$ cat src/rtl/scs_pkg.sv
// Shared types, character codes and result helpers for the script comment stripper.
`default_nettype none

package scs_pkg;

  localparam int unsigned MAX_LEVEL_DEF = 15;
  localparam int unsigned QUEUE_DEPTH   = 4;

  localparam logic [1:0] ERR_NONE    = 2'd0;
  localparam logic [1:0] ERR_COMMENT = 2'd1;
  localparam logic [1:0] ERR_STRING  = 2'd2;
  localparam logic [1:0] ERR_BRACKET = 2'd3;

  localparam logic [7:0] CH_DASH   = 8'h2d;
  localparam logic [7:0] CH_LBRACK = 8'h5b;
  localparam logic [7:0] CH_EQUAL  = 8'h3d;
  localparam logic [7:0] CH_RBRACK = 8'h5d;
  localparam logic [7:0] CH_SPACE  = 8'h20;
  localparam logic [7:0] CH_TAB    = 8'h09;
  localparam logic [7:0] CH_CR     = 8'h0d;
  localparam logic [7:0] CH_LF     = 8'h0a;
  localparam logic [7:0] CH_SQUOTE = 8'h27;
  localparam logic [7:0] CH_DQUOTE = 8'h22;
  localparam logic [7:0] CH_BSLASH = 8'h5c;

  typedef struct packed {
    logic [7:0] in_byte;
    logic       is_last;
  } in_item_t;

  typedef struct packed {
    logic [7:0] out_byte;
    logic       byte_valid;
    logic       end_of_stream;
    logic [1:0] error_code;
  } out_item_t;

  // Up to two results produced by one accepted input item.
  typedef struct packed {
    logic [1:0]            cnt;
    out_item_t [1:0]       item;
  } push_t;

  // Append one emitted byte to the result pair.
  function automatic push_t put_byte(push_t p, logic [7:0] b);
    push_t r;
    r = p;
    if (p.cnt == 2'd0) begin
      r.item[0].out_byte   = b;
      r.item[0].byte_valid = 1'b1;
      r.cnt                = 2'd1;
    end else if (p.cnt == 2'd1) begin
      r.item[1].out_byte   = b;
      r.item[1].byte_valid = 1'b1;
      r.cnt                = 2'd2;
    end
    return r;
  endfunction

endpackage

`default_nettype wire

$ cat src/rtl/scs_front.sv
// Front end: accepts source bytes, runs the lexer state and emits up to two results per item.
`default_nettype none

module scs_front #(
  parameter int unsigned MaxLevel = scs_pkg::MAX_LEVEL_DEF
) (
  input  wire logic             clk_i,
  input  wire logic             rst_ni,
  input  wire logic             in_valid_i,
  input  wire logic             room_i,
  input  wire scs_pkg::in_item_t in_item_i,
  output scs_pkg::push_t        push_o
);

  import scs_pkg::*;

  localparam int unsigned LW = $clog2(MaxLevel + 1);

  localparam logic [3:0] M_CODE       = 4'd0;
  localparam logic [3:0] M_DASH       = 4'd1;
  localparam logic [3:0] M_LBRACK     = 4'd2;
  localparam logic [3:0] M_LSTR_OPEN  = 4'd3;
  localparam logic [3:0] M_LSTR       = 4'd4;
  localparam logic [3:0] M_LSTR_CLOSE = 4'd5;
  localparam logic [3:0] M_QSTR       = 4'd6;
  localparam logic [3:0] M_CMT_START  = 4'd7;
  localparam logic [3:0] M_CMT_OPEN   = 4'd8;
  localparam logic [3:0] M_LCMT       = 4'd9;
  localparam logic [3:0] M_LCMT_CLOSE = 4'd10;
  localparam logic [3:0] M_LINE_CMT   = 4'd11;

  logic [3:0]    mode_q, mode_d;
  logic          line_q, line_d;
  logic          dq_q, dq_d;
  logic          bs_q, bs_d;
  logic [LW-1:0] lvl_q, lvl_d;
  logic [LW-1:0] cc_q, cc_d;
  logic [1:0]    err_q, err_d;
  logic          accept;

  assign accept = in_valid_i && room_i;

  always_comb begin
    logic [7:0] c;
    logic       last;
    logic       run_code;
    push_t      p;

    c        = in_item_i.in_byte;
    last     = in_item_i.is_last;
    run_code = 1'b0;
    p        = '0;
    mode_d   = mode_q;
    line_d   = line_q;
    dq_d     = dq_q;
    bs_d     = bs_q;
    lvl_d    = lvl_q;
    cc_d     = cc_q;
    err_d    = err_q;

    if (err_q == ERR_NONE) begin
      unique case (mode_q)
        M_DASH: begin
          if (c == CH_DASH) begin
            mode_d = M_CMT_START;
          end else begin
            p        = put_byte(p, CH_DASH);
            run_code = 1'b1;
          end
        end
        M_LBRACK: begin
          if (c == CH_LBRACK) begin
            p      = put_byte(p, CH_LBRACK);
            p      = put_byte(p, CH_LBRACK);
            lvl_d  = '0;
            mode_d = M_LSTR;
          end else if (c == CH_EQUAL) begin
            // first level always fits, the limit is at least one
            lvl_d  = LW'(1);
            p      = put_byte(p, CH_LBRACK);
            p      = put_byte(p, CH_EQUAL);
            mode_d = M_LSTR_OPEN;
          end else begin
            p        = put_byte(p, CH_LBRACK);
            run_code = 1'b1;
          end
        end
        M_LSTR_OPEN: begin
          if (c == CH_EQUAL) begin
            if (lvl_q >= LW'(MaxLevel)) begin
              err_d = ERR_BRACKET;
            end else begin
              lvl_d = lvl_q + LW'(1);
              p     = put_byte(p, c);
            end
          end else if (c == CH_LBRACK) begin
            p      = put_byte(p, c);
            mode_d = M_LSTR;
          end else begin
            err_d = ERR_BRACKET;
          end
        end
        M_LSTR: begin
          p = put_byte(p, c);
          if (c == CH_RBRACK) begin
            cc_d   = '0;
            mode_d = M_LSTR_CLOSE;
          end
        end
        M_LSTR_CLOSE: begin
          p = put_byte(p, c);
          if (c == CH_RBRACK) begin
            cc_d = '0;
            if (cc_q == lvl_q) begin
              mode_d = M_CODE;
            end
          end else if (c == CH_EQUAL && cc_q < lvl_q) begin
            cc_d = cc_q + LW'(1);
          end else begin
            mode_d = M_LSTR;
          end
        end
        M_QSTR: begin
          p = put_byte(p, c);
          if (bs_q) begin
            bs_d = 1'b0;
          end else if (c == CH_BSLASH) begin
            bs_d = 1'b1;
          end else if (c == (dq_q ? CH_DQUOTE : CH_SQUOTE)) begin
            mode_d = M_CODE;
          end
        end
        M_CMT_START, M_CMT_OPEN: begin
          if (c == CH_LBRACK && mode_q == M_CMT_START) begin
            lvl_d  = '0;
            mode_d = M_CMT_OPEN;
          end else if (c == CH_EQUAL && mode_q == M_CMT_OPEN) begin
            if (lvl_q >= LW'(MaxLevel)) begin
              err_d = ERR_BRACKET;
            end else begin
              lvl_d = lvl_q + LW'(1);
            end
          end else if (c == CH_LBRACK) begin
            mode_d = M_LCMT;
          end else if (c == CH_LF) begin
            p      = put_byte(p, c);
            line_d = 1'b1;
            mode_d = M_CODE;
          end else begin
            mode_d = M_LINE_CMT;
          end
        end
        M_LCMT: begin
          if (c == CH_LF) begin
            p = put_byte(p, c);
          end else if (c == CH_RBRACK) begin
            cc_d   = '0;
            mode_d = M_LCMT_CLOSE;
          end
        end
        M_LCMT_CLOSE: begin
          if (c == CH_RBRACK) begin
            if (cc_q == lvl_q) begin
              mode_d = M_CODE;
            end
            cc_d = '0;
          end else if (c == CH_EQUAL && cc_q < lvl_q) begin
            cc_d = cc_q + LW'(1);
          end else begin
            if (c == CH_LF) begin
              p = put_byte(p, c);
            end
            mode_d = M_LCMT;
          end
        end
        M_LINE_CMT: begin
          if (c == CH_LF) begin
            p      = put_byte(p, c);
            line_d = 1'b1;
            mode_d = M_CODE;
          end
        end
        default: begin
          run_code = 1'b1;
        end
      endcase

      // plain code byte, also reached when a held dash or bracket is released
      if (run_code) begin
        mode_d = M_CODE;
        if (!(line_q && (c == CH_SPACE || c == CH_TAB || c == CH_CR))) begin
          line_d = 1'b0;
          if (c == CH_CR) begin
            line_d = 1'b0;
          end else if (c == CH_LF) begin
            p      = put_byte(p, c);
            line_d = 1'b1;
          end else if (c == CH_SQUOTE || c == CH_DQUOTE) begin
            p      = put_byte(p, c);
            dq_d   = (c == CH_DQUOTE);
            bs_d   = 1'b0;
            mode_d = M_QSTR;
          end else if (c == CH_DASH && !last) begin
            mode_d = M_DASH;
          end else if (c == CH_LBRACK && !last) begin
            mode_d = M_LBRACK;
          end else begin
            p = put_byte(p, c);
          end
        end
      end
    end

    if (last) begin
      if (err_d == ERR_NONE) begin
        priority case (mode_d)
          M_LSTR_OPEN, M_LSTR, M_LSTR_CLOSE, M_QSTR: err_d = ERR_STRING;
          M_LCMT, M_LCMT_CLOSE:                      err_d = ERR_COMMENT;
          M_DASH:                                    p = put_byte(p, CH_DASH);
          M_LBRACK:                                  p = put_byte(p, CH_LBRACK);
          default: ;
        endcase
      end
      // bare end marker when nothing else was emitted
      if (p.cnt == 2'd0) begin
        p.cnt = 2'd1;
      end
      if (p.cnt == 2'd1) begin
        p.item[0].end_of_stream = 1'b1;
      end else begin
        p.item[1].end_of_stream = 1'b1;
      end
    end

    p.item[0].error_code = err_d;
    p.item[1].error_code = err_d;

    // return to the reset state for the next source
    if (last) begin
      mode_d = M_CODE;
      line_d = 1'b1;
      dq_d   = 1'b0;
      bs_d   = 1'b0;
      lvl_d  = '0;
      cc_d   = '0;
      err_d  = ERR_NONE;
    end

    if (!accept) begin
      p.cnt = 2'd0;
    end
    push_o = p;
  end

  always_ff @(posedge clk_i or negedge rst_ni) begin
    if (!rst_ni) begin
      mode_q <= M_CODE;
      line_q <= 1'b1;
      dq_q   <= 1'b0;
      bs_q   <= 1'b0;
      lvl_q  <= '0;
      cc_q   <= '0;
      err_q  <= ERR_NONE;
    end else if (accept) begin
      mode_q <= mode_d;
      line_q <= line_d;
      dq_q   <= dq_d;
      bs_q   <= bs_d;
      lvl_q  <= lvl_d;
      cc_q   <= cc_d;
      err_q  <= err_d;
    end
  end

endmodule

`default_nettype wire

$ cat src/rtl/scs_queue.sv
// Back end: result queue taking up to two items per cycle and presenting one per cycle while out_ready_i is high.
`default_nettype none

module scs_queue (
  input  wire logic              clk_i,
  input  wire logic              rst_ni,
  input  wire scs_pkg::push_t    push_i,
  output logic                   room_o,
  output logic                   out_valid_o,
  input  wire logic              out_ready_i,
  output scs_pkg::out_item_t     out_item_o
);

  import scs_pkg::*;

  localparam int unsigned PW = $clog2(QUEUE_DEPTH);
  localparam int unsigned CW = $clog2(QUEUE_DEPTH + 1);

  out_item_t         mem_q [QUEUE_DEPTH];
  logic [PW-1:0]     wr_q, wr_d;
  logic [PW-1:0]     rd_q, rd_d;
  logic [CW-1:0]     cnt_q, cnt_d;
  logic              pop;

  assign room_o      = (cnt_q <= CW'(QUEUE_DEPTH - 2));
  assign out_valid_o = (cnt_q != '0);
  assign out_item_o  = mem_q[rd_q];
  assign pop         = out_valid_o && out_ready_i;

  always_comb begin
    wr_d  = wr_q + PW'(push_i.cnt);
    rd_d  = rd_q + PW'(pop);
    cnt_d = cnt_q + CW'(push_i.cnt) - CW'(pop);
  end

  always_ff @(posedge clk_i) begin
    if (push_i.cnt != 2'd0) begin
      mem_q[wr_q] <= push_i.item[0];
    end
    if (push_i.cnt == 2'd2) begin
      mem_q[wr_q + PW'(1)] <= push_i.item[1];
    end
  end

  always_ff @(posedge clk_i or negedge rst_ni) begin
    if (!rst_ni) begin
      wr_q  <= '0;
      rd_q  <= '0;
      cnt_q <= '0;
    end else begin
      wr_q  <= wr_d;
      rd_q  <= rd_d;
      cnt_q <= cnt_d;
    end
  end

endmodule

`default_nettype wire

$ cat src/rtl/script_comment_stripper.sv
// Top level of the script comment stripper: lexer front end and result queue.
//
//   channel | direction | handshake                  | payload
//   --------+-----------+----------------------------+---------------------------
//   input   | in        | in_valid_i / in_ready_o    | in_item_i  (in_byte, is_last)
//   output  | out       | out_valid_o / out_ready_i  | out_item_o (out_byte, byte_valid,
//           |           |                            |   end_of_stream, error_code)
//
// One source byte is taken per cycle while in_ready_o is high; the lexer state updates in the same cycle and
// its zero to two results land in a four-entry queue, read out one item per cycle while out_ready_i is high.
// A result is registered into the queue when its byte is accepted and leaves once the items ahead of it are out.
// Input is taken while the queue has two free entries, so the input stalls once three
// or more items wait, from an output stall or from bytes that yield two results.
// Reset clears the lexer state and queue.
`default_nettype none

module script_comment_stripper #(
  parameter int unsigned MaxLevel = scs_pkg::MAX_LEVEL_DEF
) (
  input  wire logic               clk_i,
  input  wire logic               rst_ni,
  input  wire logic               in_valid_i,
  output logic                    in_ready_o,
  input  wire scs_pkg::in_item_t  in_item_i,
  output logic                    out_valid_o,
  input  wire logic               out_ready_i,
  output scs_pkg::out_item_t      out_item_o
);

  import scs_pkg::*;

  push_t push;
  logic  room;

  assign in_ready_o = room;

  scs_front #(
    .MaxLevel(MaxLevel)
  ) u_front (
    .clk_i     (clk_i),
    .rst_ni    (rst_ni),
    .in_valid_i(in_valid_i),
    .room_i    (room),
    .in_item_i (in_item_i),
    .push_o    (push)
  );

  scs_queue u_queue (
    .clk_i      (clk_i),
    .rst_ni     (rst_ni),
    .push_i     (push),
    .room_o     (room),
    .out_valid_o(out_valid_o),
    .out_ready_i(out_ready_i),
    .out_item_o (out_item_o)
  );

endmodule

`default_nettype wire

$ cat config.mk
export PLATFORM = sky130hd
export DESIGN_NAME = script_comment_stripper
export DESIGN_NICKNAME = d
export VERILOG_FILES = /design/src/rtl/scs_pkg.sv /design/src/rtl/scs_front.sv /design/src/rtl/scs_queue.sv /design/src/rtl/script_comment_stripper.sv
export SDC_FILE = /design/constraint.sdc
export NUM_CORES = 1
export LEC_CHECK = 0
export ABC_AREA = 0
export BUFFER_PORTS_ARGS = -buffer_cell sky130_fd_sc_hd__clkbuf_2
export CAP_MARGIN = 20
export CELL_PAD_IN_SITES_DETAIL_PLACEMENT = 1
export CELL_PAD_IN_SITES_GLOBAL_PLACEMENT = 1
export CORE_MARGIN = 1
export CORE_UTILIZATION = 49
export DETAILED_ROUTE_END_ITERATION = 6
export MAX_ROUTING_LAYER = met4
export PLACE_DENSITY_LB_ADDON = 0.12
export SLEW_MARGIN = 20
export SYNTH_ARGS = -nofsm -noshare
export SYNTH_HDL_FRONTEND = slang
export SYNTH_SLANG_ARGS = --single-unit
$ cat constraint.sdc
create_clock -name clk_i -period 5.1 [get_ports clk_i]
set_input_delay 0 -clock clk_i [delete_from_list [all_inputs] [get_ports clk_i]]
set_output_delay 0 -clock clk_i [all_outputs]
set_load 0.01 [all_outputs]
# Word level (Yosys, flattened, before mapping)
# Memory sizes are Yosys's and may differ from the RTL's.
# Index checks and enable logic that the tools add are counted.
# word_totals
regBits	24
ram_bits	48
in_bits	13
output_inout_bits	14
word_cells	257
n_memories	1
# op_classes
addsub	7
order_cmp	3
eq_ne	46
n_mux	153
n_reduce_logical	37
# mem_list
memory	depth	width	read_ports	rd_ports_with_merged_regs	write_ports	line	text
u_queue.mem_q	4	12	1	0	2	scs_queue.sv:19	out_item_t mem_q [QUEUE_DEPTH];
# op_table
op	count
two-way mux 26 bit	20
one-hot mux 26 bit (7 select lines)	1
two-way mux 4 bit	43
two-way mux 25 bit	4
two-way mux 9 bit	8
two-way mux 11 bit	5
one-hot mux 26 bit (2 select lines)	1
two-way mux 2 bit	25
equality test 8 x 6 -> 1 bit (second input constant)	5
one-hot mux 4 bit (10 select lines)	1
two-way mux 1 bit	37
equality test 4 x 3 -> 1 bit (second input constant)	7
equality test 4 bit (second input constant)	6
equality test 8 x 4 -> 1 bit (second input constant)	3
equality test 8 x 7 -> 1 bit (second input constant)	3
one-hot mux 4 bit (3 select lines)	2
equality test 4 x 2 -> 1 bit (second input constant)	4
zero test 2 bit	7
equality test 2 x 1 -> 1 bit (second input constant)	5
OR reduction 9 bit	1
adder 4 x 1 -> 4 bit (second input constant)	2
equality test 4 x 1 -> 1 bit (second input constant)	2
equality test 8 bit	1
logical AND 1 bit	8
32 further kinds	45

# Logic depth before layout (Yosys ltp)
# Gate-level depths: netlist (run 1).
# depth
depth_word	39
depth_mapped	18
mapped_depth_nobuf	17

# By module
# Synthesis (run 1) repeated with hierarchy kept, for this count alone.
# unflattened
hier_cells	562
hier_area_um2	5814.3
# modules_own_cells
mod	n_inst	cells_per_inst	area_each_um2	seq_area_each_um2
scs_queue	1	157	2914.0	1616.6
scs_front	1	405	2900.3	426.7

# Worst setup path after synthesis (run 1)
# Ideal clock, no wire load.
# synth_timing
path_type	register -> register
startpoint	register u_front.mode_q[3]
endpoint	memory u_queue.mem_q[0][0] in the netlist's numbering (enable)
setup_ns	0.400
t_arrival_ns	4.097
t_required_ns	4.700
path_slack_ns	0.602
path_stages_with_launch	15
path_buffers	2
period_less_slack_ns	4.498
cell_sequence	dfrtp_1 inv_1 ha_1 clkbuf_1 and3_1 clkbuf_1 a31oi_1 a41oi_1 inv_1 ha_1 o31a_1 nor2_1 a41o_4 a221oi_2 o31ai_1
# synth_lines
item	line	text
start: declaration	scs_front.sv:32	logic [3:0] mode_q, mode_d;
start signal: assignment	scs_front.sv:265	mode_q <= mode_d;
end: declaration	scs_queue.sv:19	

# Worst setup path after layout (run 1)
# layout_timing
startpoint	register u_front.mode_q[2]
endpoint	register u_queue.cnt_q[2]
# layout_between
elab_chain_cells	30
word_cells_on_any_way	80
cone_classes	2 x add/sub; 15 x eq/ne; 53 x mux; 10 x reduce/logical
# layout_lines
item	line	text
equality test 4 bit	scs_front.sv:62, scs_front.sv:137	
logical AND 1 bit	scs_front.sv:137	end else if (c == CH_EQUAL && mode_q == M_CMT_OPEN) begin
two-way mux 26 bit	scs_front.sv:137	
two-way mux 26 bit	scs_front.sv:134	if (c == CH_LBRACK && mode_q == M_CMT_START) begin
one-hot mux 26 bit (7 select lines)	scs_front.sv:62	unique case (mode_q)
two-way mux 26 bit	scs_front.sv:61	if (err_q == ERR_NONE) begin
equality test 2 x 1 -> 1 bit	scs_pkg.sv:52	end else if (p.cnt == 2'd1) begin
two-way mux 11 bit	scs_pkg.sv:52	
(+15 left out)	n/a	
zero test 2 bit	scs_front.sv:225	if (p.cnt == 2'd0) begin
two-way mux 2 bit	scs_front.sv:225	
two-way mux 2 bit	scs_front.sv:214	if (last) begin
two-way mux 26 bit (*)	scs_front.sv:214	
two-way mux 2 bit (*)	scs_front.sv:249	if (!accept) begin
adder 3 x 2 -> 3 bit (*)	scs_queue.sv:33	cnt_d = cnt_q + CW'(push_i.cnt) - CW'(pop);
subtractor 3 x 1 -> 3 bit (*)	scs_queue.sv:33	
named net u_queue.cnt_d[2]	scs_queue.sv:22	logic [CW-1:0] cnt_q, cnt_d;
end signal: assignment	scs_queue.sv:53	cnt_q <= cnt_d;
end: declaration	scs_queue.sv:22	
# Mark *: on every way through the listed nets, which the timed path passes. The rest lies on a longest branch. The select of a mux whose other input is x is not followed.
# A chain may end at the register's enable or synchronous reset.

==> PnR_summary.wiki, run 1 <==
{| class="wikitable"
! Metric !! Value
|-
| Via count of the first global-routing pass || slightly below 5,000
|-
| Sequential fraction of the synthesis area || 38.19%
|-
| Number of setup violations in the final report || 0
|-
| Boundary pin count || 27
|-
| Root buf cell || sky130_fd_sc_hd__clkbuf_8
|-
| Final-stage net count || between 500 and 600
|-
| Floorplan Core Area || around 0.010 mm2
|-
| Wire length of the first global-routing pass || 27,770 um
|-
| Total power || 0.004078 W
|-
| Avg WL per Cell || 25.52 um
|-
| Clock Latency Late Sink || 380 ps
|-
| RSZ-0062 raised after global routing || no
|-
| Cell at the slowest stage of the critical path || sky130_fd_sc_hd__or4b_1
|-
| Seq. cell area || slightly above 0.002 mm2
|-
| Endpoint arrival time on the critical path || 4920 ps
|-
| Area occupied by multi-input gates || 0.003093 mm2
|-
| Setup clock skew after layout || around 14 ps
|-
| Final std cell area, no fill || 0.005792 mm2
|-
| Worst setup timing slack at the placement stage || 407.1 ps
|-
| Number of hold-slack violations in the final timing report || 0
|-
| Area of the die || 0.01134 mm2
|-
| Buffers added on ports || 26
|-
| Layout cell share with drive strength beyond 1 || about 17%
|-
| Ratio of final minimum period to clock period || 90.67%
|-
| Number of pins exceeding their max-slew limit in the final report || 0
|-
| Avg Cell Area, Syn || about 10 um2
|-
| Worst hold path endpoint || u_queue.rd_q[0]
|-
| Hold path startpoint || out_ready_i
|-
| Worst reg-to-reg path cell count || 15
|-
| CTS H-Tree Depth || 3
|-
| Main synth FF type || sky130_fd_sc_hd__edfxtp_1
|-
| Register bit count reported by yosys || 72
|-
| Number of placement rows || 37
|-
| Clock slew seen by the registers of the worst setup and hold paths || 80 ps
|-
| Total clock sinks || 72
|-
| EDFF count, synth || 48
|-
| Cells resized by post-CTS repair || 0
|-
| Vias per Instance || around 6.7
|-
| DRT Wirelength || 17,560 um
|-
| Routability-driven placement congestion ratio || 1.017
|-
| Number of DRC markers after the initial detailed-route iteration || 251
|-
| Slew of the pin with the lowest slew margin || 787.3 ps
|-
| Max Freq || 216.3 MHz
|-
| Initial antenna violation count || 0
|-
| Layout overhead on the synthesized area || 8.255%
|-
| Destination of the worst register-to-register timing path || u_queue.cnt_q[2]
|-
| Remaining routing DRC violations || 0
|-
| Cells after Synth || 530
|-
| Share of synthesized flip-flops with an asynchronous set or reset || 33.33%
|-
| Static leakage power || 2.383 nW
|-
| Register-to-register setup slack || approximately 480 ps
|-
| Period minus WS final || 4624 ps
|-
| Setup slack after layout || 476.0 ps
|-
| Launch point of the worst reg-to-reg path || u_front.mode_q[2]
|-
| Initial Util || 51.14%
|-
| Count of hold buffers inserted by post-cts repair || 1
|-
| Count of max-cap constraint violations || 0
|-
| Critical Path Max Stage Delay || 620 ps
|-
| CP Class || register to register
|-
| Result of the run || finished clean
|-
| Pwr/cell area || around 700 mW/mm2
|-
| Worst Hold Depth || 3
|-
| Max IR drop VDD || between 300 and 400 uV
|-
| Residual antenna-violating net count after detailed routing || 0
|-
| Chain of cells forming the critical path || inv_1 -> ha_1 -> nor3b_1 -> o22ai_1 -> o21ai_0 -> a21oi_1 -> a31oi_2 -> or4b_1 -> a41o_4 -> nand2_1 -> ha_1 -> inv_1 -> fa_1 -> xnor2_1 -> xnor2_1
|-
| Min-delay worst type || input port to register
|-
| Overflow left after global routing || 0
|-
| Post-placement cell area || between 0.005 and 0.006 mm2
|-
| Maximum number of pins on one net before global-route repair || 25
|-
| Synth cell types || 89
|-
| Combined area of all synthesized cells || 0.005350 mm2
|-
| Fill cell count || between 1,000 and 1,500
|-
| Final-layout setup total negative slack || 0 ps
|-
| Synthesis Warnings || 0
|-
| Antenna Cells || 0
|-
| Data required, critical path || 5390 ps
|-
| Slew Limit Headroom || 47.52%
|-
| Horizontal extent of the die || around 110 um
|-
| Maximum number of buffers from clock root to sink || 2
|-
| HPWL Detailed || 13,080 um
|-
| Die Y-Extent || 106.5 um
|-
| CP max FO || 12
|-
| Endpoint class of the critical path || register
|-
| Inserted Clock Buffers || 9
|-
| Type of element launching the critical path || register
|-
| First drt pass iteration count || 5
|-
| CTS tree || built
|-
| Total vias in the final route || 4,605
|-
| GR Util All Layers || 34.05%
|-
| Post-Syn Nets || 560
|-
| Number of setup buffers added after CTS || 0
|}
-- synthesized netlist by cell type (all sizes together), types with 7 or more instances --
library cell   n  area (um2)
and2           9       56.30
mux2i         35       354.1
dfrtp         23       575.6
nor2          33       131.4
nor3          12       65.06
clkbuf        16       60.06
nand3         11       60.06
nand2         53       198.9
a22oi         10       75.07
inv           15       56.30
a21oi         48       247.7
ha            16       200.2
a21o           7       52.55
o21ai         31       155.1
buf           16       115.1
edfxtp        48        1441
mux4          12       270.3
-- state kept, by name (all words and copies together), names as in the netlist, 2 cells and up --
| register | flops |
|---|---|
| u_front.cc_q | 4 |
| u_front.err_q | 2 |
| u_front.lvl_q | 4 |
| u_front.mode_q | 4 |
| u_queue.cnt_q | 3 |
| u_queue.mem_q | 48 |
| u_queue.rd_q | 2 |
| u_queue.wr_q | 2 |
-- cells in the final DEF (no fill, tap or decap), types with 4 or more instances in the layout --
| master | instances |
|---|---|
| sky130_fd_sc_hd__and2_1 | 9 |
| sky130_fd_sc_hd__inv_1 | 15 |
| sky130_fd_sc_hd__buf_4 | 11 |
| sky130_fd_sc_hd__o2111ai_1 | 4 |
| sky130_fd_sc_hd__nand2_1 | 53 |
| sky130_fd_sc_hd__nand3_1 | 10 |
| sky130_fd_sc_hd__nor4_1 | 4 |
| sky130_fd_sc_hd__a41oi_1 | 4 |
| sky130_fd_sc_hd__a21oi_1 | 46 |
| sky130_fd_sc_hd__o211ai_1 | 6 |
| sky130_fd_sc_hd__clkbuf_2 | 26 |
| sky130_fd_sc_hd__mux2i_1 | 34 |
| sky130_fd_sc_hd__ha_1 | 16 |
| sky130_fd_sc_hd__a22oi_1 | 10 |
| sky130_fd_sc_hd__a31oi_1 | 5 |
| sky130_fd_sc_hd__nor3_1 | 11 |
| sky130_fd_sc_hd__nor2b_1 | 5 |
| sky130_fd_sc_hd__nor2_1 | 30 |
| sky130_fd_sc_hd__nand2b_1 | 4 |
| sky130_fd_sc_hd__edfxtp_1 | 48 |
| sky130_fd_sc_hd__mux4_2 | 12 |
| sky130_fd_sc_hd__o21ai_0 | 29 |
| sky130_fd_sc_hd__clkbuf_8 | 11 |
| sky130_fd_sc_hd__dfrtp_1 | 23 |
| sky130_fd_sc_hd__a21o_1 | 7 |
| sky130_fd_sc_hd__nand3b_1 | 5 |
| sky130_fd_sc_hd__o22ai_1 | 5 |
| sky130_fd_sc_hd__xnor2_1 | 5 |
| sky130_fd_sc_hd__a22o_1 | 4 |
-- critical path, delay by kind of cell (launching register included) --
kind	cells	cell delay [ps]
compound gates	5	1210
fa+ha+maj	3	1070
xor+xnor	2	370
flops	1	440
simple gates	3	1250
buf+inv	2	190
-- where the power goes --
group | total (W) | internal (W) | leakage (nW) | switching [W]
combinational | 0.00245 | 0.000907 | 1.54 | 0.00154
sequential | 0.00115 | 0.000950 | 0.744 | 0.000198
clock | 0.000484 | 0.000251 | 0.101 | 0.000233
total | 0.00408 | 0.00211 | 2.38 | 0.00197
-- worst max path at each step --
stage                 startpoint             endpoint  slack (ps)  cells past startpoint
3_3_place_gp   u_front.mode_q[3]  u_queue.mem_q[0][4]         570                     11
5_1_grt        u_front.mode_q[3]  u_queue.mem_q[2][4]         280                     13
4_1_cts        u_front.mode_q[2]  u_queue.mem_q[2][4]         380                     11
6_report       u_front.mode_q[2]     u_queue.cnt_q[2]         480                     15
2_1_floorplan  u_front.mode_q[3]  u_queue.mem_q[0][0]         600                     14
3_5_place_dp   u_front.mode_q[2]  u_queue.mem_q[0][4]         410                     11
-- per-layer routing --
layer  global-route usage (%)  share of wire, %  vias up
li1                         -                 -     2081
met1                    40.23                42     2306
met2                    56.59                50      162
met3                    3.372               3.7       56
met4                    20.16               4.7        0
met5                        -                 0        -
-- logic make-up after synthesis --
group / Yosys count / synth area share (%)
DFF: 72 / 38.19
AOI/OAI and AO/OA: 163 / 20.95
xor gates and xnor gates: 8 / 1.310
adders and majority gates: 17 / 4.116
muxes: 48 / 11.88
and+or+nand+nor: 175 / 19.22
buffers and inverters: 47 / 4.326
-- layout make-up --
| class | instances | area share, % |
|---|---|---|
| sequential | 72 | 35.28 |
| clock inverter | 5 | 0.9505 |
| inverter | 15 | 0.9721 |
| clock buffer | 11 | 2.614 |
| timing repair buffer | 38 | 3.845 |
| tap | 136 | 2.938 |
| multi-input combinational | 411 | 53.40 |
-- through the flow --
step | utilization [%] | hold WS (ps) | std cells
3_3_place_gp | 53.17 | 68.55 | 671
3_5_place_dp | 53.17 | 77.02 | 671
6_report | 55.36 | 75.56 | 688
2_1_floorplan | - | -295.6 | 530
4_1_cts | 55.24 | 84.00 | 688
5_1_grt | 55.36 | 123.1 | 688
(Power assumes the default switching activity.)
==> inputs of run 2 (changes only) <==
--- a/config.mk
+++ b/config.mk
@@ -5,13 +5,13 @@
 export SDC_FILE = /design/constraint.sdc
 export NUM_CORES = 1
 export LEC_CHECK = 0
-export ABC_AREA = 0
+export ABC_AREA = 1
 export BUFFER_PORTS_ARGS = -buffer_cell sky130_fd_sc_hd__clkbuf_2
 export CAP_MARGIN = 20
 export CELL_PAD_IN_SITES_DETAIL_PLACEMENT = 1
 export CELL_PAD_IN_SITES_GLOBAL_PLACEMENT = 1
 export CORE_MARGIN = 1
-export CORE_UTILIZATION = 49
+export CORE_UTILIZATION = 46
 export DETAILED_ROUTE_END_ITERATION = 6
 export MAX_ROUTING_LAYER = met4
 export PLACE_DENSITY_LB_ADDON = 0.12
==> PnR_summary.wiki, run 2 <==
{| class="wikitable"
! Metric !! Value
|-
| Result of the run || finished, violations left (was finished clean)
|-
| Failing checks || DRC
|-
| Period minus WS final || 4524 ps (was 4624 ps)
|-
| Critical Path Max Stage Delay || 530 ps (was 620 ps)
|-
| Post-Syn Nets || 810 (was 560)
|-
| Floorplan Core Area || 0.01156 mm2 (was 0.01046 mm2)
|-
| Total vias in the final route || 5,446 (was 4,605)
|-
| HPWL Detailed || 14,940 um (was 13,080 um)
|-
| Vias per Instance || 5.685 (was 6.693)
|-
| Layout cell share with drive strength beyond 1 || 11.66% (was 17.21%)
|-
| Area of the die || 0.01243 mm2 (was 0.01134 mm2)
|-
| Final-layout setup total negative slack || 0 ps (unchanged)
|-
| Most flop-heavy register || u_queue.mem_q (unchanged)
|-
| Worst path bufs/invs || 5 (was 2)
|-
| Number of DRC markers after the initial detailed-route iteration || 273 (was 251)
|-
| Most frequent cells in the layout || sky130_fd_sc_hd__nand2_1 (257), sky130_fd_sc_hd__nor2_1 (92), sky130_fd_sc_hd__inv_1 (89) (was sky130_fd_sc_hd__nand2_1 (53), sky130_fd_sc_hd__edfxtp_1 (48), sky130_fd_sc_hd__a21oi_1 (46))
|-
| DRT Wirelength || 18,900 um (was 17,560 um)
|-
| Synthesis Warnings || 0 (unchanged)
|-
| Remaining routing DRC violations || 2 (was 0)
|-
| Cell at the slowest stage of the critical path || sky130_fd_sc_hd__nand2_1 (was sky130_fd_sc_hd__or4b_1)
|-
| Main synth FF type || sky130_fd_sc_hd__edfxtp_1 (unchanged)
|-
| Max IR drop VDD || 172.4 uV (was 301.9 uV)
|-
| Chain of cells forming the critical path || inv_1 -> ha_1 -> inv_1 -> nor2_1 -> o21ai_0 -> nand3b_1 -> nand2_1 -> ha_1 -> inv_1 -> nand2_1 -> nand2_1 -> inv_1 -> a21oi_1 -> o21ai_1 -> nand2_1 -> nand3_2 -> nand3_4 -> nand2_2 -> inv_4 -> nand4_4 -> nand2_1 (was inv_1 -> ha_1 -> nor3b_1 -> o22ai_1 -> o21ai_0 -> a21oi_1 -> a31oi_2 -> or4b_1 -> a41o_4 -> nand2_1 -> ha_1 -> inv_1 -> fa_1 -> xnor2_1 -> xnor2_1)
|-
| Yosys top cell by area || sky130_fd_sc_hd__edfxtp_1 (unchanged)
|-
| Initial Util || 47.68% (was 51.14%)
|-
| Pwr/cell area || 496.2 mW/mm2 (was 704.2 mW/mm2)
|-
| Number of placement rows || 39 (was 37)
|-
| Avg WL per Cell || 19.73 um (was 25.52 um)
|-
| Buffers added on ports || 26 (unchanged)
|-
| Area occupied by multi-input gates || 0.003047 mm2 (was 0.003093 mm2)
|-
| Slew of the pin with the lowest slew margin || 779.3 ps (was 787.3 ps)
|-
| Initial antenna violation count || 0 (unchanged)
|-
| Share of synthesized flip-flops with an asynchronous set or reset || 33.33% (unchanged)
|-
| Final-stage net count || 840 (was 577)
|-
| Combined area of all synthesized cells || 0.005514 mm2 (was 0.005350 mm2)
|-
| CP max FO || 12 (unchanged)
|-
| Overflow left after global routing || 0 (unchanged)
|-
| Count of max-cap constraint violations || 0 (unchanged)
|-
| GR Util All Layers || 33.09% (was 34.05%)
|-
| Root buf cell || sky130_fd_sc_hd__clkbuf_16 (was sky130_fd_sc_hd__clkbuf_8)
|-
| Clock Latency Late Sink || 360 ps (was 380 ps)
|-
| Wire length of the first global-routing pass || 30,790 um (was 27,770 um)
|-
| Horizontal extent of the die || 111.5 um (was 106.5 um)
|-
| CP Class || register to register (unchanged)
|-
| Antenna Cells || 0 (unchanged)
|-
| Fill cell count || 1,500 (was 1,179)
|-
| Post-Layout Cell Count || 958 (was 688)
|-
| Maximum number of pins on one net before global-route repair || 27 (was 25)
|-
| Avg Cell Area, Syn || 7.069 um2 (was 10.09 um2)
|-
| Min-delay worst type || input port to register (unchanged)
|-
| Fraction of synthesized cell area taken by the top area cell type || 26.14% (was 26.94%)
|-
| Slew Limit Headroom || 47.60% (was 47.52%)
|-
| Number of setup violations in the final report || 0 (unchanged)
|-
| Max Freq || 221.0 MHz (was 216.3 MHz)
|-
| Clock slew seen by the registers of the worst setup and hold paths || 70 ps (was 80 ps)
|-
| Die Y-Extent || 111.5 um (was 106.5 um)
|-
| Total power || 0.003018 W (was 0.004078 W)
|-
| Via count of the first global-routing pass || 5,781 (was 4,898)
|-
| Total clock sinks || 72 (unchanged)
|-
| Most used cell along the critical path || sky130_fd_sc_hd__nand2_1
|-
| Most used standard cell by instance count after synthesis || sky130_fd_sc_hd__nand2_1 (unchanged)
|-
| Synth cell types || 48 (was 89)
|-
| Delay-heaviest family, CP || simple AND/OR/NAND/NOR gates (unchanged)
|-
| Endpoint arrival time on the critical path || 4510 ps (was 4920 ps)
|-
| CTS tree || built (unchanged)
|-
| Seq. cell area || 0.002043 mm2 (unchanged)
|-
| Final std cell area, no fill || 0.006083 mm2 (was 0.005792 mm2)
|-
| First drt pass iteration count || 6 (was 5)
|-
| RSZ-0062 raised after global routing || no (unchanged)
|-
| CTS H-Tree Depth || 3 (unchanged)
|-
| Post-placement cell area || 0.005792 mm2 (was 0.005563 mm2)
|-
| Static leakage power || 2.856 nW (was 2.383 nW)
|-
| Number of hold-slack violations in the final timing report || 0 (unchanged)
|-
| Maximum number of buffers from clock root to sink || 2 (unchanged)
|-
| Post-layout utilization of the core || 52.60% (was 55.36%)
|-
| Sequential fraction of the synthesis area || 37.05% (was 38.19%)
|-
| Residual antenna-violating net count after detailed routing || 0 (unchanged)
|-
| Max reg flops || 48 (unchanged)
|-
| Data required, critical path || 5090 ps (was 5390 ps)
|-
| Layout overhead on the synthesized area || 10.32% (was 8.255%)
|-
| Inserted Clock Buffers || 9 (unchanged)
|-
| Cells after Synth || 780 (was 530)
|-
| Routability-driven placement congestion ratio || 0.9249 (was 1.017)
|-
| Boundary pin count || 27 (unchanged)
|-
| Type of element launching the critical path || register (unchanged)
|-
| Ratio of final minimum period to clock period || 88.71% (was 90.67%)
|-
| Top area cells in the synthesized netlist || sky130_fd_sc_hd__edfxtp_1 (26%), sky130_fd_sc_hd__nand2_1 (17%), sky130_fd_sc_hd__dfrtp_1 (10%) (was sky130_fd_sc_hd__edfxtp_1 (27%), sky130_fd_sc_hd__dfrtp_1 (11%), sky130_fd_sc_hd__mux2i_1 (6.4%))
|-
| Setup clock skew after layout || 12.77 ps (was 14.24 ps)
|-
| Number of pins exceeding their max-slew limit in the final report || 0 (unchanged)
|-
| Most common cell after layout, fill and taps aside || sky130_fd_sc_hd__nand2_1 (unchanged)
|-
| Inst Count DP || 941 (was 671)
|-
| Synth top cells by count || sky130_fd_sc_hd__nand2_1 (257), sky130_fd_sc_hd__nor2_1 (92), sky130_fd_sc_hd__inv_1 (89) (was sky130_fd_sc_hd__nand2_1 (53), sky130_fd_sc_hd__edfxtp_1 (48), sky130_fd_sc_hd__a21oi_1 (46))
|-
| Endpoint class of the critical path || register (unchanged)
|-
| EDFF count, synth || 48 (unchanged)
|-
| Register bit count reported by yosys || 72 (unchanged)
|}
[run 2: cell count changes after synthesis, sizes merged, moves of 10 or more]
cell	change
a22oi	-10
nor2	+74
a21oi	-18
o22ai	+13
mux2i	-35
buf	-13
inv	+81
nand2	+218
o21ai	+28
mux4	-12
nand3	+34
[run 2: metal layers]
metal / part of all wire (%) / wire length (um) / global-route usage (%) / up-vias
met5: 0 / 0 / - / -
met4: 2.1 / 406 / 10.00 / 0
met3: 3.1 / 578 / 4.246 / 31
met2: 51 / 9688 / 58.63 / 99
met1: 44 / 8227 / 39.14 / 2685
li1: - / - / - / 2631
[run 2: stage by stage]
| step | worst slack [ps] | hold slack, ps |
|---|---|---|
| after floorplan | 1375 | -295.6 |
| after global placement | 850.6 | 75.70 |
| after detailed placement | 666.6 | 93.33 |
| after CTS | 633.2 | 25.08 |
| after global routing | 209.1 | 66.03 |
| final | 576.0 | 21.39 |
[run 2: what timing repair did]
| item | 4_1_cts | 5_1_grt |
|---|---|---|
| hold endpoints to repair | 23 | 0 |
| resized for setup | 0 | 0 |
| setup buffers | 0 | 0 |
| hold buffers | 1 | 0 |
[run 2: path summary, 6_finish.rpt]
check,start,end,slack [ps],depth (start not counted)
setup / recovery,u_front.mode_q[2],u_queue.mem_q[3][2],580,21
min in group asynchronous,rst_ni,u_front.dq_q,240,2
hold reg to reg,u_front.cc_q[2],u_front.cc_q[2],560,1
hold / removal,in_item_i[3],u_front.dq_q,20,4
max in group asynchronous,rst_ni,u_front.err_q[1],4360,2
setup reg to reg,u_front.mode_q[2],u_queue.mem_q[3][2],580,21
[run 2: cell families after synthesis]
group           after synthesis  share of synthesized area [%]
compound gates              128                          13.75
xor+xnor                      7                          1.112
fa+ha+maj                    17                          3.994
buf+inv                     109                          7.692
flops                        72                          37.05
simple gates                447                          36.40
[run 2: layout make-up]
cell class | count | share of cell area [%]
multi-input combinational | 599 | 50.08
tap | 143 | 2.941
inverter | 98 | 6.088
sequential | 72 | 33.59
clock inverter | 7 | 0.9255
timing repair buffer | 30 | 2.674
clock buffer | 9 | 3.702
[run 2: power breakdown]
part	switching [W]	leakage (nW)	internal [W]
clock network	0.000284	0.130	0.000334
logic	0.00106	1.98	0.000443
registers	0.0000812	0.747	0.000817
[run 2: tightest hold or removal path: stages]
cell                       delay, ps
sky130_fd_sc_hd__clkbuf_2        140
sky130_fd_sc_hd__nor2_1           60
sky130_fd_sc_hd__nand3_1          70
sky130_fd_sc_hd__a21oi_1          60
==> inputs of run 3 (changes only) <==
--- a/config.mk
+++ b/config.mk
@@ -11,7 +11,7 @@
 export CELL_PAD_IN_SITES_DETAIL_PLACEMENT = 1
 export CELL_PAD_IN_SITES_GLOBAL_PLACEMENT = 1
 export CORE_MARGIN = 1
-export CORE_UTILIZATION = 46
+export CORE_UTILIZATION = 42
 export DETAILED_ROUTE_END_ITERATION = 6
 export MAX_ROUTING_LAYER = met4
 export PLACE_DENSITY_LB_ADDON = 0.12
==> PnR_summary.wiki, run 3 (synthesis results as in run 2) <==
{| class="wikitable"
! Metric !! Value
|-
| Result of the run || finished clean (was finished, violations left)
|-
| Routability-driven placement congestion ratio || 0.9926 (was 0.9249)
|-
| Setup slack after layout || 644.0 ps (was 576.0 ps)
|-
| Total clock sinks || 72 (unchanged)
|-
| Floorplan Core Area || 0.01272 mm2 (was 0.01156 mm2)
|-
| Wire length of the first global-routing pass || 31,270 um (was 30,790 um)
|-
| Clock slew seen by the registers of the worst setup and hold paths || 70 ps (about the same)
|-
| Initial Util || 43.34% (was 47.68%)
|-
| Endpoint class of the critical path || register (unchanged)
|-
| Final std cell area, no fill || 0.006151 mm2 (was 0.006083 mm2)
|-
| Fill cell count || 1,678 (was 1,500)
|-
| Slew Limit Headroom || 27.70% (was 47.60%)
|-
| Most common cell after layout, fill and taps aside || sky130_fd_sc_hd__nand2_1 (unchanged)
|-
| Horizontal extent of the die || 116.6 um (was 111.5 um)
|-
| Worst setup timing slack at the placement stage || 719.1 ps (was 666.6 ps)
|-
| Root buf cell || sky130_fd_sc_hd__clkbuf_16 (unchanged)
|-
| Most flop-heavy register || u_queue.mem_q (unchanged)
|-
| Delay-heaviest family, CP || simple AND/OR/NAND/NOR gates (unchanged)
|-
| Via count of the first global-routing pass || 5,679 (was 5,781)
|-
| Period minus WS final || 4456 ps (was 4524 ps)
|-
| Type of element launching the critical path || register (unchanged)
|-
| Clock Latency Late Sink || 360 ps (about the same)
|-
| Number of hold-slack violations in the final timing report || 0 (unchanged)
|-
| Max IR drop VDD || 164.7 uV (was 172.4 uV)
|-
| Final-stage net count || 841 (was 840)
|-
| Data required, critical path || 5090 ps (about the same)
|-
| Endpoint arrival time on the critical path || 4450 ps (was 4510 ps)
|-
| Total power || 0.003144 W (was 0.003018 W)
|-
| Pwr/cell area || 511.1 mW/mm2 (was 496.2 mW/mm2)
|-
| Antenna Cells || 0 (unchanged)
|-
| Inserted Clock Buffers || 9 (unchanged)
|-
| Number of placement rows || 41 (was 39)
|-
| Post-placement cell area || 0.005836 mm2 (was 0.005792 mm2)
|-
| Setup clock skew after layout || 11.07 ps (was 12.77 ps)
|-
| Number of setup violations in the final report || 0 (unchanged)
|-
| Initial antenna violation count || 0 (unchanged)
|-
| Cell at the slowest stage of the critical path || sky130_fd_sc_hd__dfrtp_1 (was sky130_fd_sc_hd__nand2_1)
|-
| CTS H-Tree Depth || 3 (unchanged)
|-
| CP max FO || 12 (unchanged)
|-
| Buffers added on ports || 26 (unchanged)
|-
| Ratio of final minimum period to clock period || 87.37% (was 88.71%)
|-
| Vias per Instance || 5.594 (was 5.685)
|-
| Chain of cells forming the critical path || inv_1 -> ha_1 -> nand3_1 -> nand2_1 -> inv_1 -> nor2_1 -> nor3_1 -> nand3b_1 -> nand2_1 -> ha_1 -> inv_1 -> nand2_1 -> nand2_1 -> inv_1 -> a21oi_1 -> o21ai_1 -> nand2_1 -> nand3_2 -> nand3_4 -> nand2_2 -> inv_4 -> nand4_4 -> nand2_1 (was inv_1 -> ha_1 -> inv_1 -> nor2_1 -> o21ai_0 -> nand3b_1 -> nand2_1 -> ha_1 -> inv_1 -> nand2_1 -> nand2_1 -> inv_1 -> a21oi_1 -> o21ai_1 -> nand2_1 -> nand3_2 -> nand3_4 -> nand2_2 -> inv_4 -> nand4_4 -> nand2_1)
|-
| RSZ-0062 raised after global routing || no (unchanged)
|-
| Maximum number of buffers from clock root to sink || 2 (unchanged)
|-
| Most used cell along the critical path || sky130_fd_sc_hd__nand2_1 (unchanged)
|-
| Remaining routing DRC violations || 0 (was 2)
|-
| Most frequent cells in the layout || sky130_fd_sc_hd__nand2_1 (257), sky130_fd_sc_hd__nor2_1 (92), sky130_fd_sc_hd__inv_1 (89) (unchanged)
|-
| Max reg flops || 48 (unchanged)
|-
| Avg WL per Cell || 20.59 um (was 19.73 um)
|-
| CTS tree || built (unchanged)
|-
| Register-to-register setup slack || 640 ps (was 580 ps)
|-
| Max Freq || 224.4 MHz (was 221.0 MHz)
|-
| HPWL Detailed || 15,950 um (was 14,940 um)
|-
| Layout cell share with drive strength beyond 1 || 11.76% (was 11.66%)
|-
| CP Class || register to register (unchanged)
|-
| Final-layout setup total negative slack || 0 ps (unchanged)
|-
| Maximum number of pins on one net before global-route repair || 26 (was 27)
|-
| Total vias in the final route || 5,527 (was 5,446)
|-
| Layout overhead on the synthesized area || 11.55% (was 10.32%)
|-
| Count of max-cap constraint violations || 0 (unchanged)
|-
| Number of pins exceeding their max-slew limit in the final report || 0 (unchanged)
|-
| Area of the die || 0.01359 mm2 (was 0.01243 mm2)
|-
| Static leakage power || 2.880 nW (was 2.856 nW)
|-
| Boundary pin count || 27 (unchanged)
|-
| Die Y-Extent || 116.6 um (was 111.5 um)
|-
| Critical Path Max Stage Delay || 490 ps (was 530 ps)
|-
| GR Util All Layers || 32.66% (was 33.09%)
|-
| DRT Wirelength || 20,340 um (was 18,900 um)
|-
| Overflow left after global routing || 0 (unchanged)
|-
| Slew of the pin with the lowest slew margin || 1075 ps (was 779.3 ps)
|-
| Residual antenna-violating net count after detailed routing || 0 (unchanged)
|-
| Number of DRC markers after the initial detailed-route iteration || 323 (was 273)
|-
| Min-delay worst type || input port to register (unchanged)
|-
| Seq. cell area || 0.002043 mm2 (unchanged)
|-
| Area occupied by multi-input gates || 0.003047 mm2 (unchanged)
|-
| First drt pass iteration count || 5 (was 6)
|-
| Worst path bufs/invs || 5 (unchanged)
|}
[run 3: worst paths after layout]
path	startpoint	endpoint	depth (start not counted)
max	u_front.mode_q[2]	u_queue.mem_q[3][6]	23
min	in_item_i[3]	u_front.dq_q	4
max reg2reg	u_front.mode_q[2]	u_queue.mem_q[3][6]	23
min reg2reg	u_front.cc_q[2]	u_front.cc_q[2]	1
max in group asynchronous	rst_ni	u_queue.wr_q[0]	2
min in group asynchronous	rst_ni	u_front.dq_q	2
[run 3: per-stage QoR]
step,instances,util [%],hold slack (ps)
3_3_place_gp,971,45.87,56.83
6_report,988,48.35,17.31
3_5_place_dp,971,45.87,65.50
2_1_floorplan,780,-,-295.6
4_1_cts,988,48.35,22.34
5_1_grt,988,48.35,93.31
[run 3: per-layer routing]
| layer | share of wire [%] | vias up | global-route usage [%] |
|---|---|---|---|
| met5 | 0 | - | - |
| met3 | 3.1 | 74 | 4.463 |
| li1 | - | 2629 | - |
| met1 | 40 | 2681 | 34.99 |
| met4 | 6.5 | 0 | 20.59 |
| met2 | 50 | 143 | 56.92 |
[run 3: cell type report]
cell class                 count  share of cell area (%)
clock buffer                   9                   3.662
clock inverter                 7                   1.302
inverter                      98                   6.021
multi-input combinational    599                   49.53
sequential                    72                   33.22
tap                          172                   3.499
timing repair buffer          31                   2.766
[run 3: tightest hold or removal path, cell delays in order]
cell,delay [ps]
sky130_fd_sc_hd__clkbuf_2,140
sky130_fd_sc_hd__nor2_1,70
sky130_fd_sc_hd__nand3_1,80
sky130_fd_sc_hd__a21oi_1,60
[run 3: power by group]
part	total (W)	leakage, nW	switching [W]	internal, W
logic	0.00157	1.98	0.00113	0.000440
clock network	0.000672	0.148	0.000287	0.000385
registers	0.000899	0.747	0.0000820	0.000817
total	0.00314	2.88	0.00150	0.00164
[run 3: timing repair]
item	CTS	global route
resized for setup	0	0
endpoints found under the hold margin	23	0
hold buffers	1	0
setup buffers	0	0
